==> config.mk <==
export PLATFORM = sky130hd
export DESIGN_NAME = cpoc_angle_div
export DESIGN_NICKNAME = d
export VERILOG_FILES = /design/src/hw/rtl/crank_port_opening_calc_macros.svh /design/src/hw/rtl/cpoc_pkg.sv /design/src/hw/rtl/cpoc_angle_div.sv
export SDC_FILE = /design/constraint.sdc
export NUM_CORES = 2
export LEC_CHECK = 0
export ABC_AREA = 1
export BUFFER_PORTS_ARGS = -buffer_cell sky130_fd_sc_hd__buf_2
export CAP_MARGIN = 5
export CELL_PAD_IN_SITES_DETAIL_PLACEMENT = 1
export CELL_PAD_IN_SITES_GLOBAL_PLACEMENT = 1
export CORE_ASPECT_RATIO = 0.75
export CORE_UTILIZATION = 40
export DETAILED_ROUTE_END_ITERATION = 16
export HOLD_SLACK_MARGIN = 0.05
export PLACE_DENSITY_LB_ADDON = 0.12
export REMOVE_ABC_BUFFERS = 1
export SKIP_LAST_GASP = 1
export SLEW_MARGIN = 25
export SYNTH_ARGS = -nofsm -noshare
export SYNTH_HDL_FRONTEND = slang
export SYNTH_SLANG_ARGS = --single-unit
==> constraint.sdc <==
create_clock -name clk -period 8.4 [get_ports clk]
set_clock_uncertainty 0.2 [all_clocks]
set_input_delay 1.26 -clock clk [delete_from_list [all_inputs] [get_ports clk]]
set_output_delay 1.26 -clock clk [all_outputs]
set_load 0.02 [all_outputs]
==> src/hw/rtl/crank_port_opening_calc_macros.svh <==
// Assertion macros for the crank port opening calculator
`ifndef CRANK_PORT_OPENING_CALC_MACROS_SVH
`define CRANK_PORT_OPENING_CALC_MACROS_SVH
`ifndef NO_ASSERTIONS
`define CPOC_ASSERT_IMP(name, ante, cons) \
  name: assert property (@(posedge clk) disable iff (!rst_n) (ante) |-> (cons)) \
    else $error("cpoc assertion failed");
`define CPOC_ASSERT_NXT(name, ante, cons) \
  name: assert property (@(posedge clk) disable iff (!rst_n) (ante) |=> (cons)) \
    else $error("cpoc assertion failed");
`else
`define CPOC_ASSERT_IMP(name, ante, cons)
`define CPOC_ASSERT_NXT(name, ante, cons)
`endif
`endif

==> src/hw/rtl/cpoc_pkg.sv <==
// Shared types, constants and tables for the crank port opening calculator
package cpoc_pkg;

  localparam int IDX_W   = 13;
  localparam int STEPS_W = 13;
  localparam int LEN_W   = 16;
  localparam int ROD_W   = 17;
  localparam int CFG_W   = 17;
  localparam int REGI_W  = 3;
  localparam int ANG_W   = 32;
  localparam int TRIG_W  = 32;
  localparam int HS_W    = 27;
  localparam int ROOT_W  = 26;
  localparam int P_W     = 20;

  localparam int MAX_STEPS_DEF   = 4096;
  localparam int TRIG_ITER_DEF   = 16;
  localparam int ATAN_ENTRIES    = 24;
  localparam int CORDIC_START    = 652032874;
  localparam int ONE_Q30         = 1073741824;

  localparam logic [LEN_W-1:0]   STROKE_RST = 16'd13824;
  localparam logic [ROD_W-1:0]   ROD_RST    = 17'd28160;
  localparam logic [LEN_W-1:0]   EXH_H_RST  = 16'd7680;
  localparam logic [LEN_W-1:0]   EXH_O_RST  = 16'd6400;
  localparam logic [LEN_W-1:0]   XFER_H_RST = 16'd3840;
  localparam logic [LEN_W-1:0]   XFER_O_RST = 16'd0;
  localparam logic [STEPS_W-1:0] STEPS_RST  = 13'd360;

  typedef enum logic [REGI_W-1:0] {
    REG_STROKE = 3'd0,
    REG_ROD    = 3'd1,
    REG_EXH_H  = 3'd2,
    REG_EXH_O  = 3'd3,
    REG_XFER_H = 3'd4,
    REG_XFER_O = 3'd5,
    REG_STEPS  = 3'd6
  } cfg_reg_t;

  typedef struct packed {
    logic [LEN_W-1:0] stroke;
    logic [ROD_W-1:0] rod;
  } cpoc_geom_t;

  // atan(2^-i) in 2^-32 turn units
  function automatic logic [31:0] atan_turn(input int i);
    logic [31:0] a;
    unique case (i)
      0:  a = 32'h20000000;
      1:  a = 32'h12E4051E;
      2:  a = 32'h09FB385B;
      3:  a = 32'h051111D4;
      4:  a = 32'h028B0D43;
      5:  a = 32'h0145D7E1;
      6:  a = 32'h00A2F61E;
      7:  a = 32'h00517C55;
      8:  a = 32'h0028BE53;
      9:  a = 32'h00145F2F;
      10: a = 32'h000A2F98;
      11: a = 32'h000517CC;
      12: a = 32'h00028BE6;
      13: a = 32'h000145F3;
      14: a = 32'h0000A2F9;
      15: a = 32'h0000517C;
      16: a = 32'h000028BE;
      17: a = 32'h0000145F;
      18: a = 32'h00000A2F;
      19: a = 32'h00000517;
      20: a = 32'h0000028B;
      21: a = 32'h00000145;
      22: a = 32'h000000A2;
      23: a = 32'h00000051;
      default: a = 32'h0;
    endcase
    return a;
  endfunction

endpackage

==> src/hw/rtl/cpoc_angle_div.sv <==
// Pipelined restoring divider: angle fraction = index * 2^32 / steps
module cpoc_angle_div import cpoc_pkg::*; (
  input  logic               clk,
  input  logic               rst_n,
  input  logic               adv,
  input  logic               in_vld,
  input  logic [IDX_W-1:0]   in_idx,
  input  logic [STEPS_W-1:0] steps,
  output logic               out_vld,
  output logic [ANG_W-1:0]   out_ang
);

  localparam int NUM_W = IDX_W + ANG_W;
  localparam int PER   = 3;
  localparam int NSTG  = NUM_W / PER;
  localparam int REM_W = STEPS_W + 1;

  logic             vld_r [NSTG];
  logic [NUM_W-1:0] num_r [NSTG];
  logic [REM_W-1:0] rem_r [NSTG];
  logic [ANG_W-1:0] quo_r [NSTG];

  for (genvar g = 0; g < NSTG; g++) begin : g_stg
    logic             vld_i;
    logic [NUM_W-1:0] num_i, num_nxt;
    logic [REM_W-1:0] rem_i, rem_nxt;
    logic [ANG_W-1:0] quo_i, quo_nxt;

    if (g == 0) begin : g_first
      assign vld_i = in_vld;
      assign num_i = {in_idx, {ANG_W{1'b0}}};
      assign rem_i = '0;
      assign quo_i = '0;
    end else begin : g_rest
      assign vld_i = vld_r[g-1];
      assign num_i = num_r[g-1];
      assign rem_i = rem_r[g-1];
      assign quo_i = quo_r[g-1];
    end

    always_comb begin
      num_nxt = num_i;
      rem_nxt = rem_i;
      quo_nxt = quo_i;
      for (int k = 0; k < PER; k++) begin
        rem_nxt = {rem_nxt[REM_W-2:0], num_nxt[NUM_W-1]};
        num_nxt = {num_nxt[NUM_W-2:0], 1'b0};
        if (rem_nxt >= {1'b0, steps}) begin
          rem_nxt = rem_nxt - {1'b0, steps};
          quo_nxt = {quo_nxt[ANG_W-2:0], 1'b1};
        end else begin
          quo_nxt = {quo_nxt[ANG_W-2:0], 1'b0};
        end
      end
    end

    always_ff @(posedge clk) begin
      if (!rst_n) begin
        vld_r[g] <= 1'b0;
      end else if (adv) begin
        vld_r[g] <= vld_i;
      end
    end

    always_ff @(posedge clk) begin
      if (adv) begin
        num_r[g] <= num_nxt;
        rem_r[g] <= rem_nxt;
        quo_r[g] <= quo_nxt;
      end
    end
  end

  // a zero step count means angle zero
  assign out_vld = vld_r[NSTG-1];
  assign out_ang = (steps == '0) ? '0 : quo_r[NSTG-1];

endmodule

# Word-level counts from Yosys, hierarchy flattened
# Memories as Yosys holds them, arrays and structs flattened.
# Index checks and enable logic that the tools add are counted.
# totals
mem_count	4
latch_bits	0
mem_bits_rw	1335
ff_bits	0
romBits	0
# op_classes
addsub	45
bitwise_logic	15
mul	0
shift	0
n_lt_le_gt_ge	45
div	0
n_mux	111
n_reduce_logical	1
n_eq_ne	0
# memory_table
memory	words	width	read_ports	rd_clocked_by_memory_dff	wr	line_no	rtl
num_r	15	42	14	0	15	cpoc_angle_div.sv:19	logic [NUM_W-1:0] num_r [NSTG];
quo_r	15	32	15	0	15	cpoc_angle_div.sv:21	logic [ANG_W-1:0] quo_r [NSTG];
rem_r	15	14	14	0	15	cpoc_angle_div.sv:20	logic [REM_W-1:0] rem_r [NSTG];
vld_r	15	1	15	0	15	cpoc_angle_div.sv:18	logic vld_r [NSTG];
# op_table
op	n
greater-or-equal comparator 14 x 13 -> 1 bit	44
2-to-1 mux 13 bit	30
subtractor 13 bit	29
2-to-1 mux 14 bit	15
subtractor 14 x 13 -> 14 bit	15
2-to-1 mux 1 bit	65
2-to-1 mux 32 bit	1
bitwise OR 1 bit	15
greater-or-equal comparator 1 x 13 -> 1 bit	1
logical NOT 13 bit	1
subtractor 1 x 13 -> 13 bit	1

# Longest topological paths before layout
# An unclocked memory read counts as a cell.
# depth
word_depth	7
depth_mapped	44
mapped_depth_nobuf	43

# Worst setup path after synthesis
# No wires, ideal clock.
# synth_timing
path_kind	input to register
from	input port steps[1]
to	memory rem_r[0][17] in the netlist's numbering, data pin
arrival_ps	6791
t_required_ps	7948
setup_ps	252
path_slack_ps	1157
path_stages	35
n_path_buf	4
path_cell_list	inv_1 -> fa_1 -> nand2_1 -> nand2_1 -> nand2_1 -> nand2_1 -> nand2_1 -> nand3_1 -> buf_4 -> inv_1 -> buf_2 -> o21ai_0 -> ha_1 -> a21o_1 -> nand2_1 -> nand2_1 -> nand3_1 -> nand3_1 -> a21oi_2 -> nand3b_1 -> buf_2 -> nand3b_1 -> nand2_1 -> ha_1 -> a21oi_1 -> o21ai_0 -> nand2_1 -> nand3_1 -> nand2_1 -> nand2_1 -> a21boi_0 -> nand3_1 -> buf_2 -> nand2_1 -> nand2_1
# synth_lines
item	line_no	rtl
from (decl)	cpoc_angle_div.sv:8	input logic [STEPS_W-1:0] steps,
to (decl)	cpoc_angle_div.sv:20	

==> results.md <==
* Worst R2R Setup Slack at approximately 1400 ps
* Wire per inst at 19.60 µm
* Initial antenna violation count at 3
* CP max FO at 16
* Hold Path Origin: quo_r[1][116]
* Clock period minus worst slack at ~8000 ps
* Reg2reg path depth at 36
* Drt first pass iters at 5
* Leading post-synthesis cells by cell area: edfxtp_1, nand2_1, ha_1
* Synth cell count leaders: nand2_1, inv_1, ha_1, a21oi_1, nor2_1
* Multi-input logic area at between 20,000 and 30,000 µm²
* Max_cap viols at 0
* Die Y at 289.6 µm
* Mapped Cells at around 6,100
* Crit path arrival time at a little over 8000 ps
* Worst skew pair latency at between 600 and 700 ps
* Class of the worst hold path: flip-flop to flip-flop
* 1st-iter DRT viols at 2,653
* Initial Util at approximately two fifths
* Synth top area share at roughly 28%
* Post-synthesis sequential area ratio at 27.62%
* CTS tree: yes
* # diodes at 0
* GR Overflow Total at 0
* Total number of vias at about 42,000
* H-tree Lvls at 2
* Worst hold slack at ~210 ps
* Row count at between 100 and 150
* ANT nets after route at 0
* Yosys warnings at 0
* Startpoint class of the critical path: input pin
* Clk Tree Root Cell: clkbuf_16
* Synth Register Bits at between 400 and 500
* Filler instances at between 10,000 and 15,000
* First-pass GRT wire length at 236,900 µm
* Drc violations at 0
* Syn Area/Cell at just over 7 µm²
* Nets@finish at about 6,900
* WS Path Type: input pin to flip-flop
* Worst relative slew slack at between 10% and 20%
* Largest net degree at the start of global routing at 150
* Worst flop-to-flop path endpoint: rem_r[0][43]
* Family with the most delay on the worst path: simple AND/OR/NAND/NOR gates
* Die W at slightly below 400 µm
* FF+latch area at ~12,000 µm²
* Area grow syn2layout at 10.26%
* Port Buffer Count at just over 60
* Vias in the first global route at about 42,000
* CP required at around 8600 ps
* Actual slew at the worst max-slew pin at roughly 1300 ps
* Max stage delay on crit path at just under 400 ps
* Die ar. at 111,600 µm²
* Total track usage at approximately 27%
* Max Fclk at between 100 and 150 MHz
* Endpoints failing hold at 0
* Worst hold path stage count at 0
* Mapped Area at about 44,000 µm²
* Outcome: complete, no violations
* Routed WL at roughly 150,000 µm
* Bufs and invs on worst path at 7
* Setup crit end kind: flip-flop
* Most frequent CP cell: nand2_1
* Post-DP HPWL at 118,600 µm
* Post-route clock period utilization at between 90% and 100%
* Primary FF master, synth: edfxtp_1
* Sink Count at approximately 410
* Critical path's slowest cell: clkinv_2
* Leading area contributor after synthesis: edfxtp_1
* Levels on crit path at 32
* Hold-fix buffers, CTS at 0
* Gpl congestion at between 0.9 and 1
* Clock buffer depth at 3
* Core ar. at approximately 110,000 µm²
* Clk pin slew, worst setup/hold paths at 70 ps
* Min-Delay Endpoint: quo_r[1][151]
* Cell with the most instances after synthesis: nand2_1
* Final setup viols at 0
* Share of cells above drive strength 1 at under 10%
* Asr flop ratio synth at 0%
* Yosys cell types at 52
* Worst flop-to-flop path startpoint: num_r[0][125]
* # IOs at 63
* EDFF count, synth at slightly above 400
* Via density at 5.406
* Total CTS buffers at 50
* Max-slew violations at 0
==> per-stage QoR <==
step | utilization (%) | setup TNS [ps] | cell area (µm²) | std cells | setup WS (ps)
finish | 44.49 | 0 | 48630 | 7790 | 406.2
global route | 44.49 | -6.490 | 48630 | 7790 | -3.747
CTS | 44.47 | 0 | 48610 | 7790 | 252.8
detailed placement | 43.04 | -6620 | 47040 | 7700 | -421.6
global placement | 43.04 | -4031 | 47040 | 7700 | -324.5
floorplan | - | 0 | 43610 | 6044 | 862.2
==> logic make-up (layout without fill, tap and decap cells) <==
kind of cell / count (synthesis) / count (layout) / share of synthesized area (%)
DFF: 406 / 406 / 27.62
adders and majority gates: 575 / 575 / 16.71
and+or+nand+nor: 2968 / 2968 / 27.78
buffers and inverters: 704 / 912 / 6.293
AOI/OAI and AO/OA: 1075 / 1075 / 13.45
xor gates and xnor gates: 410 / 410 / 8.143
==> sequential cells by signal (all words and copies together) (netlist names) <==
register and count:
quo_r 187, rem_r 182, num_r 22, vld_r 15
==> timing repair <==
item	4_1_cts	5_1_grt
setup buffers	0	0
endpoints found under the setup margin	0	28
resized for setup	0	4
==> per-layer routing <==
metal	routed length, µm	part of all wire [%]	vias up	GRT usage [%]
li1	-	-	21070	-
met1	78780	52	20130	40.62
met2	63230	41	744	40.56
met3	7027	4.6	174	3.006
met4	3629	2.4	0	6.769
met5	0	0	-	0
==> final cells by class <==
type | count | area share (%)
multi-input combinational | 5028 | 59.98
sequential | 406 | 25.05
inverter | 610 | 4.750
tap | 1444 | 3.716
timing repair buffer | 212 | 3.288
clock buffer | 56 | 2.663
clock inverter | 34 | 0.5532
==> placed cells by master, fill, tap and decap left out, types with 15 or more instances in the layout <==
cell / count
nand2_1: 1853
inv_1: 589
ha_1: 552
a21oi_1: 488
nor2_1: 471
edfxtp_1: 405
nand3_1: 383
o21ai_0: 353
xor2_1: 253
xnor2_1: 157
buf_4: 139
nand4_1: 83
nor3_1: 60
buf_2: 60
clkbuf_16: 51
a21o_1: 46
or2_2: 38
o21bai_1: 37
a31oi_1: 31
fa_1: 23
o21ai_1: 22
nor2_2: 22
clkinv_2: 20
a21boi_0: 16
nand3b_1: 15
==> worst max path at each step <==
stage | slack [ps] | from | to
finish | 410 | steps[12] | rem_r[1][43]
global route | -4 | steps[12] | rem_r[1][43]
CTS | 250 | steps[12] | rem_r[1][43]
detailed placement | -420 | steps[12] | rem_r[1][54]
global placement | -320 | steps[12] | rem_r[1][54]
floorplan | 860 | steps[1] | rem_r[0][70]
Power is not shown: default switching activity piles up to over one toggle a cycle in this logic, so the estimate is an artifact.
