## config.mk

```make
export PLATFORM = sky130hd
export DESIGN_NAME = cpoc_cordic
export DESIGN_NICKNAME = d
export VERILOG_FILES = /design/src/hw/rtl/crank_port_opening_calc_macros.svh /design/src/hw/rtl/cpoc_pkg.sv /design/src/hw/rtl/cpoc_cordic.sv
export SDC_FILE = /design/constraint.sdc
export NUM_CORES = 2
export LEC_CHECK = 0
export ABC_CLOCK_PERIOD_IN_PS = 5600
export BUFFER_PORTS_ARGS = -buffer_cell sky130_fd_sc_hd__buf_2
export CAP_MARGIN = 20
export CELL_PAD_IN_SITES_DETAIL_PLACEMENT = 0
export CELL_PAD_IN_SITES_GLOBAL_PLACEMENT = 2
export CORE_MARGIN = 1
export CORE_UTILIZATION = 43
export DETAILED_ROUTE_END_ITERATION = 10
export PLACE_DENSITY_LB_ADDON = 0.1
export SLEW_MARGIN = 15
export SYNTH_ARGS = -nofsm -noshare
export SYNTH_HDL_FRONTEND = slang
export SYNTH_SLANG_ARGS = --single-unit
```

## constraint.sdc

```tcl
create_clock -name clk -period 5.6 [get_ports clk]
set_input_delay 0.56 -clock clk [delete_from_list [all_inputs] [get_ports clk]]
set_output_delay 0.56 -clock clk [all_outputs]
set_load 0.03 [all_outputs]
```

## src/hw/rtl/crank_port_opening_calc_macros.svh

```systemverilog
// Assertion macros for the crank port opening calculator
`ifndef CRANK_PORT_OPENING_CALC_MACROS_SVH
`define CRANK_PORT_OPENING_CALC_MACROS_SVH
`ifndef NO_ASSERTIONS
`define CPOC_ASSERT_IMP(name, ante, cons) \
  name: assert property (@(posedge clk) disable iff (!rst_n) (ante) |-> (cons)) \
    else $error("cpoc assertion failed");
`define CPOC_ASSERT_NXT(name, ante, cons) \
  name: assert property (@(posedge clk) disable iff (!rst_n) (ante) |=> (cons)) \
    else $error("cpoc assertion failed");
`else
`define CPOC_ASSERT_IMP(name, ante, cons)
`define CPOC_ASSERT_NXT(name, ante, cons)
`endif
`endif

```

## src/hw/rtl/cpoc_pkg.sv

```systemverilog
// Shared types, constants and tables for the crank port opening calculator
package cpoc_pkg;

  localparam int IDX_W   = 13;
  localparam int STEPS_W = 13;
  localparam int LEN_W   = 16;
  localparam int ROD_W   = 17;
  localparam int CFG_W   = 17;
  localparam int REGI_W  = 3;
  localparam int ANG_W   = 32;
  localparam int TRIG_W  = 32;
  localparam int HS_W    = 27;
  localparam int ROOT_W  = 26;
  localparam int P_W     = 20;

  localparam int MAX_STEPS_DEF   = 4096;
  localparam int TRIG_ITER_DEF   = 16;
  localparam int ATAN_ENTRIES    = 24;
  localparam int CORDIC_START    = 652032874;
  localparam int ONE_Q30         = 1073741824;

  localparam logic [LEN_W-1:0]   STROKE_RST = 16'd13824;
  localparam logic [ROD_W-1:0]   ROD_RST    = 17'd28160;
  localparam logic [LEN_W-1:0]   EXH_H_RST  = 16'd7680;
  localparam logic [LEN_W-1:0]   EXH_O_RST  = 16'd6400;
  localparam logic [LEN_W-1:0]   XFER_H_RST = 16'd3840;
  localparam logic [LEN_W-1:0]   XFER_O_RST = 16'd0;
  localparam logic [STEPS_W-1:0] STEPS_RST  = 13'd360;

  typedef enum logic [REGI_W-1:0] {
    REG_STROKE = 3'd0,
    REG_ROD    = 3'd1,
    REG_EXH_H  = 3'd2,
    REG_EXH_O  = 3'd3,
    REG_XFER_H = 3'd4,
    REG_XFER_O = 3'd5,
    REG_STEPS  = 3'd6
  } cfg_reg_t;

  typedef struct packed {
    logic [LEN_W-1:0] stroke;
    logic [ROD_W-1:0] rod;
  } cpoc_geom_t;

  // atan(2^-i) in 2^-32 turn units
  function automatic logic [31:0] atan_turn(input int i);
    logic [31:0] a;
    unique case (i)
      0:  a = 32'h20000000;
      1:  a = 32'h12E4051E;
      2:  a = 32'h09FB385B;
      3:  a = 32'h051111D4;
      4:  a = 32'h028B0D43;
      5:  a = 32'h0145D7E1;
      6:  a = 32'h00A2F61E;
      7:  a = 32'h00517C55;
      8:  a = 32'h0028BE53;
      9:  a = 32'h00145F2F;
      10: a = 32'h000A2F98;
      11: a = 32'h000517CC;
      12: a = 32'h00028BE6;
      13: a = 32'h000145F3;
      14: a = 32'h0000A2F9;
      15: a = 32'h0000517C;
      16: a = 32'h000028BE;
      17: a = 32'h0000145F;
      18: a = 32'h00000A2F;
      19: a = 32'h00000517;
      20: a = 32'h0000028B;
      21: a = 32'h00000145;
      22: a = 32'h000000A2;
      23: a = 32'h00000051;
      default: a = 32'h0;
    endcase
    return a;
  endfunction

endpackage

```

## src/hw/rtl/cpoc_cordic.sv

```systemverilog
// Pipelined rotation CORDIC giving sine and cosine with quadrant fold
module cpoc_cordic import cpoc_pkg::*; #(
  parameter int TRIG_ITERATIONS = TRIG_ITER_DEF
) (
  input  logic                     clk,
  input  logic                     rst_n,
  input  logic                     adv,
  input  logic                     in_vld,
  input  logic [ANG_W-1:0]         in_ang,
  output logic                     out_vld,
  output logic signed [TRIG_W-1:0] out_sin,
  output logic signed [TRIG_W-1:0] out_cos
);

  localparam int W = 33;
  localparam logic signed [W-1:0] START = W'(CORDIC_START);
  localparam logic signed [W-1:0] ONE   = W'(ONE_Q30);

  logic              vld_r [TRIG_ITERATIONS];
  logic signed [W-1:0] x_r [TRIG_ITERATIONS];
  logic signed [W-1:0] y_r [TRIG_ITERATIONS];
  logic signed [W-1:0] z_r [TRIG_ITERATIONS];
  logic [1:0]          q_r [TRIG_ITERATIONS];

  for (genvar g = 0; g < TRIG_ITERATIONS; g++) begin : g_it
    localparam logic signed [W-1:0] ATN = $signed(W'(atan_turn(g)));
    logic              vld_i;
    logic signed [W-1:0] x_i, y_i, z_i, x_nxt, y_nxt, z_nxt;
    logic [1:0]          q_i;

    if (g == 0) begin : g_first
      assign vld_i = in_vld;
      assign x_i   = START;
      assign y_i   = '0;
      assign z_i   = $signed({{(W-30){1'b0}}, in_ang[29:0]});
      assign q_i   = in_ang[ANG_W-1:ANG_W-2];
    end else begin : g_rest
      assign vld_i = vld_r[g-1];
      assign x_i   = x_r[g-1];
      assign y_i   = y_r[g-1];
      assign z_i   = z_r[g-1];
      assign q_i   = q_r[g-1];
    end

    always_comb begin
      if (!z_i[W-1]) begin
        x_nxt = x_i - (y_i >>> g);
        y_nxt = y_i + (x_i >>> g);
        z_nxt = z_i - ATN;
      end else begin
        x_nxt = x_i + (y_i >>> g);
        y_nxt = y_i - (x_i >>> g);
        z_nxt = z_i + ATN;
      end
    end

    always_ff @(posedge clk) begin
      if (!rst_n) begin
        vld_r[g] <= 1'b0;
      end else if (adv) begin
        vld_r[g] <= vld_i;
      end
    end

    always_ff @(posedge clk) begin
      if (adv) begin
        x_r[g] <= x_nxt;
        y_r[g] <= y_nxt;
        z_r[g] <= z_nxt;
        q_r[g] <= q_i;
      end
    end
  end

  logic signed [W-1:0] xc, yc, s_full, c_full;
  logic                out_vld_r;
  logic signed [TRIG_W-1:0] sin_r, cos_r;

  always_comb begin
    xc = x_r[TRIG_ITERATIONS-1];
    yc = y_r[TRIG_ITERATIONS-1];
    if (xc > ONE) xc = ONE;
    if (xc < -ONE) xc = -ONE;
    if (yc > ONE) yc = ONE;
    if (yc < -ONE) yc = -ONE;
    unique case (q_r[TRIG_ITERATIONS-1])
      2'd0: begin c_full = xc;  s_full = yc;  end
      2'd1: begin c_full = -yc; s_full = xc;  end
      2'd2: begin c_full = -xc; s_full = -yc; end
      default: begin c_full = yc; s_full = -xc; end
    endcase
  end

  always_ff @(posedge clk) begin
    if (!rst_n) begin
      out_vld_r <= 1'b0;
    end else if (adv) begin
      out_vld_r <= vld_r[TRIG_ITERATIONS-1];
    end
  end

  always_ff @(posedge clk) begin
    if (adv) begin
      sin_r <= $signed(s_full[TRIG_W-1:0]);
      cos_r <= $signed(c_full[TRIG_W-1:0]);
    end
  end

  assign out_vld = out_vld_r;
  assign out_sin = sin_r;
  assign out_cos = cos_r;

endmodule

```

Word-level counts from Yosys, hierarchy flattened. Memory sizes are Yosys's and may differ from the RTL's. A register that Yosys moved wholly into a read port is not among the register bits. Cells that the tools add are included. Widths: inputs -> output; s select.

$add $sub $neg: 93. Order comparisons: 4. Equal/unequal tests: 2. Multiplexer cells: 72. Bitwise logic cells: 16. Reduce and logical (&&, ||, !) cells: 2.

Operators by type and width (count): $mux 33 (47); $pmux 32 s3 (2); $add 33x18->33 (2); $add 33x19->33 (2); $add 33x20->33 (2); $add 33x21->33 (2); $add 33x22->33 (2); $add 33x23->33 (2); $add 33x24->33 (2); $add 33x25->33 (2); $add 33x26->33 (2); $add 33x27->33 (2); $add 33x28->33 (2); $add 33x29->33 (2); $add 33x30->33 (2); $add 33x31->33 (2); $add 33x32->33 (2); $gt 33x32->1 const B (2); $lt 33x31->1 const B (2); $sub 33x18->33 (2); $sub 33x19->33 (2); $sub 33x20->33 (2); $sub 33x21->33 (2); $sub 33x22->33 (2); 49 further kinds (96).

Flip-flop bits (word level): 64. Memory bits (writable): 1632. Input port bits: 36. Output and inout port bits: 65. Word-level logic and storage cells: 196. Memories kept: 5.

Memories: x_r (depth 16, bits a word 33, read ports 16, clocked after memory_dff 0, wr ports 16, RTL line cpoc_cordic.sv:20) `logic signed [W-1:0] x_r [TRIG_ITERATIONS];`; y_r (depth 16, bits a word 33, read ports 16, clocked after memory_dff 0, wr ports 16, RTL line cpoc_cordic.sv:21) `logic signed [W-1:0] y_r [TRIG_ITERATIONS];`; z_r (depth 16, bits a word 33, read ports 15, clocked after memory_dff 0, wr ports 16, RTL line cpoc_cordic.sv:22) `logic signed [W-1:0] z_r [TRIG_ITERATIONS];`; q_r (depth 16, bits a word 2, read ports 16, clocked after memory_dff 0, wr ports 16, RTL line cpoc_cordic.sv:23) `logic [1:0] q_r [TRIG_ITERATIONS];`; vld_r (depth 16, bits a word 1, read ports 16, clocked after memory_dff 1, wr ports 16, RTL line cpoc_cordic.sv:19) `logic vld_r [TRIG_ITERATIONS];`.

Longest topological paths before layout. An unclocked memory read counts as a cell.

Word-level depth: 7. Mapped depth: 20. Gate-level depth less buffers: 20.

Least setup slack after synthesis. Ideal clock, no wire load.

Path kind: register to register. From: memory z_r[1][32], in the netlist z_r[0][65]. To: memory z_r[2][30], in the netlist z_r[0][96], data pin. Arrival time: 4617 ps. Required time: 5330 ps. Path slack: 713 ps. Cell stages (with the launch flop): 17. Period minus slack after synthesis: 4887 ps. Cells stage by stage: edfxtp_1 > clkbuf_1 > inv_1 > clkbuf_1 > clkbuf_1 > ha_1 > nor2b_1 > o31a_1 > o221ai_1 > nor2b_1 > o21ai_0 > o22ai_1 > o21ai_0 > a41oi_1 > o21ai_0 > o41ai_1 > xnor2_1.

RTL lines (RTL line): from (decl) (cpoc_cordic.sv:22).

==> results.ini <==
[status]
status = finished, final reports clean

[timing]
skew_ps = 48.3
period_needed_ps = 5200
max_slew_margin = 0.283
slew_violations = 0
worst_slack_ps = 397
finalHoldViolCount = 0
fin_crit_sh = 0.929
setup_violations = 0
tightestPinTransition_ps = 1080
fmax_ghz = 0.192

[logic_synthesis]
synth_area_leader_cell = edfxtp_1
ys_async_sr_fraction = 0
synth.area.mux_share = 0.0123
synth-seq-cells = 1497
ys_warn_count = 0
synth_cells = 12600
synth_xor_area_frac = 0.122
post-synth-top-area-fraction = 0.370
yosysSeqAreaShare = 0.370
synth_area_um2 = 121000
synth-adder-area-share = 0.142
synth_area_per_cell_um2 = 9.65
synth_edf_count = 1495
synth_compound_area_frac = 0.199
ys_types = 91
synth_top_family_by_area = compound AO/OA/AOI/OAI gates
yosys.area_share.simple = 0.129
synth_ff_type = edfxtp_1
synthesis.nets = 14000
synthTopCellsByArea = edfxtp_1, ha_1, xnor2_1, a21oi_1, xor2_1

[finish]
fill_cells = 26400
drive_above_1_share = 0.0576
num-nets-final = 14200
area_delta_synth_final_pct = 10.1

[clock_tree]
cts_buffer_depth = 4
cts_buffers = 186
worstSkewPairLatency_ps = 880
h-tree-depth = 4
cts_tree = done
root_buffer = clkbuf_16
clk_pin_slew_ps = 60
cts.sinks = 1497

[placed_design]
place.gp.congestion = 0.909
dpl.hpwl_um = 267000
dpl_worst_slack_ps = 212
portBuffers = 100

[worst_hold_path]
hp-start = rst_n
hold_class = input pin to flop

[detailed_routing]
drt_iter0_markers = 6691
met3WireLength_um = 13200
dr.pass1.iters = 6
drt-met1-wl_um = 164000
top_layer = met4
drcViolationCount = 0
wl_met2_um = 155000
wl_um = 340000
post_drt_wl_per_cell_um = 20.3
viasPerCell = 5.67
antenna_left = 0
vias = 94900

[job]
drv_cap = 0

[worst_setup_path]
end_kind = flop
start_kind = flop
path_max_fanout = 6
rrSetupSlack_ps = 400
r2r-end = x_r[13][31]
worst-setup-path-type = flop to flop
crit_end = x_r[13][31]
r2r-start = y_r[1][150]
rr_worst_depth = 17
cp.arrival_ps = 5810
worst_ep_required_time_ps = 6200
crit_start = y_r[1][150]

[die]
num_io_pins = 101
die_w_um = 533
start_util = 0.434
fp.dieH_um = 533
fp-row-count = 194
core-area_um2 = 280000
die_area_um2 = 285000

[global_routing]
grt_use_total = 0.232
grt_max_degree = 169
grt_pass1_vias = 91100
antenna_found_initial = 6
grt_overflow = 0
grt_pass1_wl_um = 526000

-- synthesized netlist by cell type (all sizes together) (42+ instances only) --
library cell,instances
a221o,42
and3,160
nand2,626
mux2,59
nor4,95
a21o,493
ha,1313
and2,82
a211oi,143
nor2,1113
o211ai,70
o21ai,610
xnor2,1113
nand4,68
xor2,577
edfxtp,1495
a31oi,145
buf,43
nor3,348
inv,582
nand3,203
clkbuf,193
nor3b,43
o21bai,168
mux2i,54
nand2b,173
nor2b,173
o21a,258
a21oi,1395
or3,73
or2,42
-- worst min-delay path by stage --
| stage | endpoint | cells after the start | slack (ps) |
|---|---|---|---|
| after floorplan | q_r[10][0] | 0 | 400 |
| after global placement | q_r[3][0] | 0 | 400 |
| after detailed placement | q_r[6][0] | 0 | 400 |
| after CTS | out_vld | 2 | 20 |
| after global routing | vld_r[8] | 2 | 80 |
| final | out_vld | 2 | 100 |
-- kinds of logic after synthesis --
family          count (synthesis)
compound gates               3818
simple gates                 3283
xor+xnor                     1691
flops                        1497
fa+ha+maj                    1351
buf+inv                       819
mux                           126
-- area by class of cell --
type | instances | area [µm²] | area share
antenna | 2 | 5.00 | 0.0000374
clock buffer | 214 | 4820 | 0.0360
clock inverter | 122 | 1280 | 0.00960
inverter | 583 | 2190 | 0.0164
multi-input combinational | 10300 | 73500 | 0.549
sequential | 1497 | 44900 | 0.336
tap | 3724 | 4660 | 0.0348
timing repair buffer | 312 | 2390 | 0.0179
-- layout by cell type (no fill, tap or decap), types with 257 or more instances in the layout --
master / Yosys / layout
nor3_1: 348 / 347
edfxtp_1: 1495 / 1495
a21oi_1: 1394 / 1394
nand2_1: 626 / 626
ha_1: 1313 / 1313
o21a_1: 257 / 257
inv_1: 580 / 580
nor2_1: 1112 / 1112
a21o_1: 493 / 493
xor2_1: 577 / 577
o21ai_0: 603 / 603
xnor2_1: 1113 / 1113
-- per-layer routing --
| layer | vias up | track usage |
|---|---|---|
| li1 | 47400 | - |
| met1 | 45400 | 0.329 |
| met2 | 1714 | 0.383 |
| met3 | 348 | 0.0229 |
| met4 | 0 | 0.0508 |
| met5 | - | 0 |
-- what timing repair did --
| action | 4_1_cts | 5_1_grt |
|---|---|---|
| endpoints found under the hold margin | 33 | 0 |
| buffers inserted | 0 | 4 |
| gates resized for setup | 0 | 3 |
| endpoints found under the setup margin | 0 | 4 |
| hold buffers | 33 | 0 |
-- state kept, by name, indices dropped and copies added (netlist names) --
register / cells
x_r: 461
q_r: 32
z_r: 460
out_sin: 32
vld_r: 16
out_cos: 32
y_r: 463
out_vld: 1
-- worst max-delay path, stage by stage (launching register included) --
cell      delay (ps)
edfxtp_1         490
or4_1            570
nor3_1           530
and3b_1          370
a21oi_1          110
xor2_1           330
ha_1             380
a21oi_1          150
nor2b_1           50
o21ai_0          140
nand2b_1          80
a221o_1          310
a221oi_1         420
a21oi_1          150
o21ai_0          340
o21ai_0          150
a31oi_1          230
xnor2_1          120
-- per-stage QoR --
step / util / cell area [µm²] / hold WS, ps / TNS [ps] / instances
global placement: 0.454 / 127000 / 404 / 0 / 16300
global route: 0.477 / 134000 / 76.9 / -2.38 / 16700
CTS: 0.477 / 134000 / 24.9 / 0 / 16700
finish: 0.477 / 134000 / 100 / 0 / 16700
floorplan: - / 121000 / 400 / 0 / 12600
detailed placement: 0.454 / 127000 / 405 / 0 / 16300
Power is not shown: default switching activity piles up to over one toggle a cycle in this logic, so the estimate is an artifact.
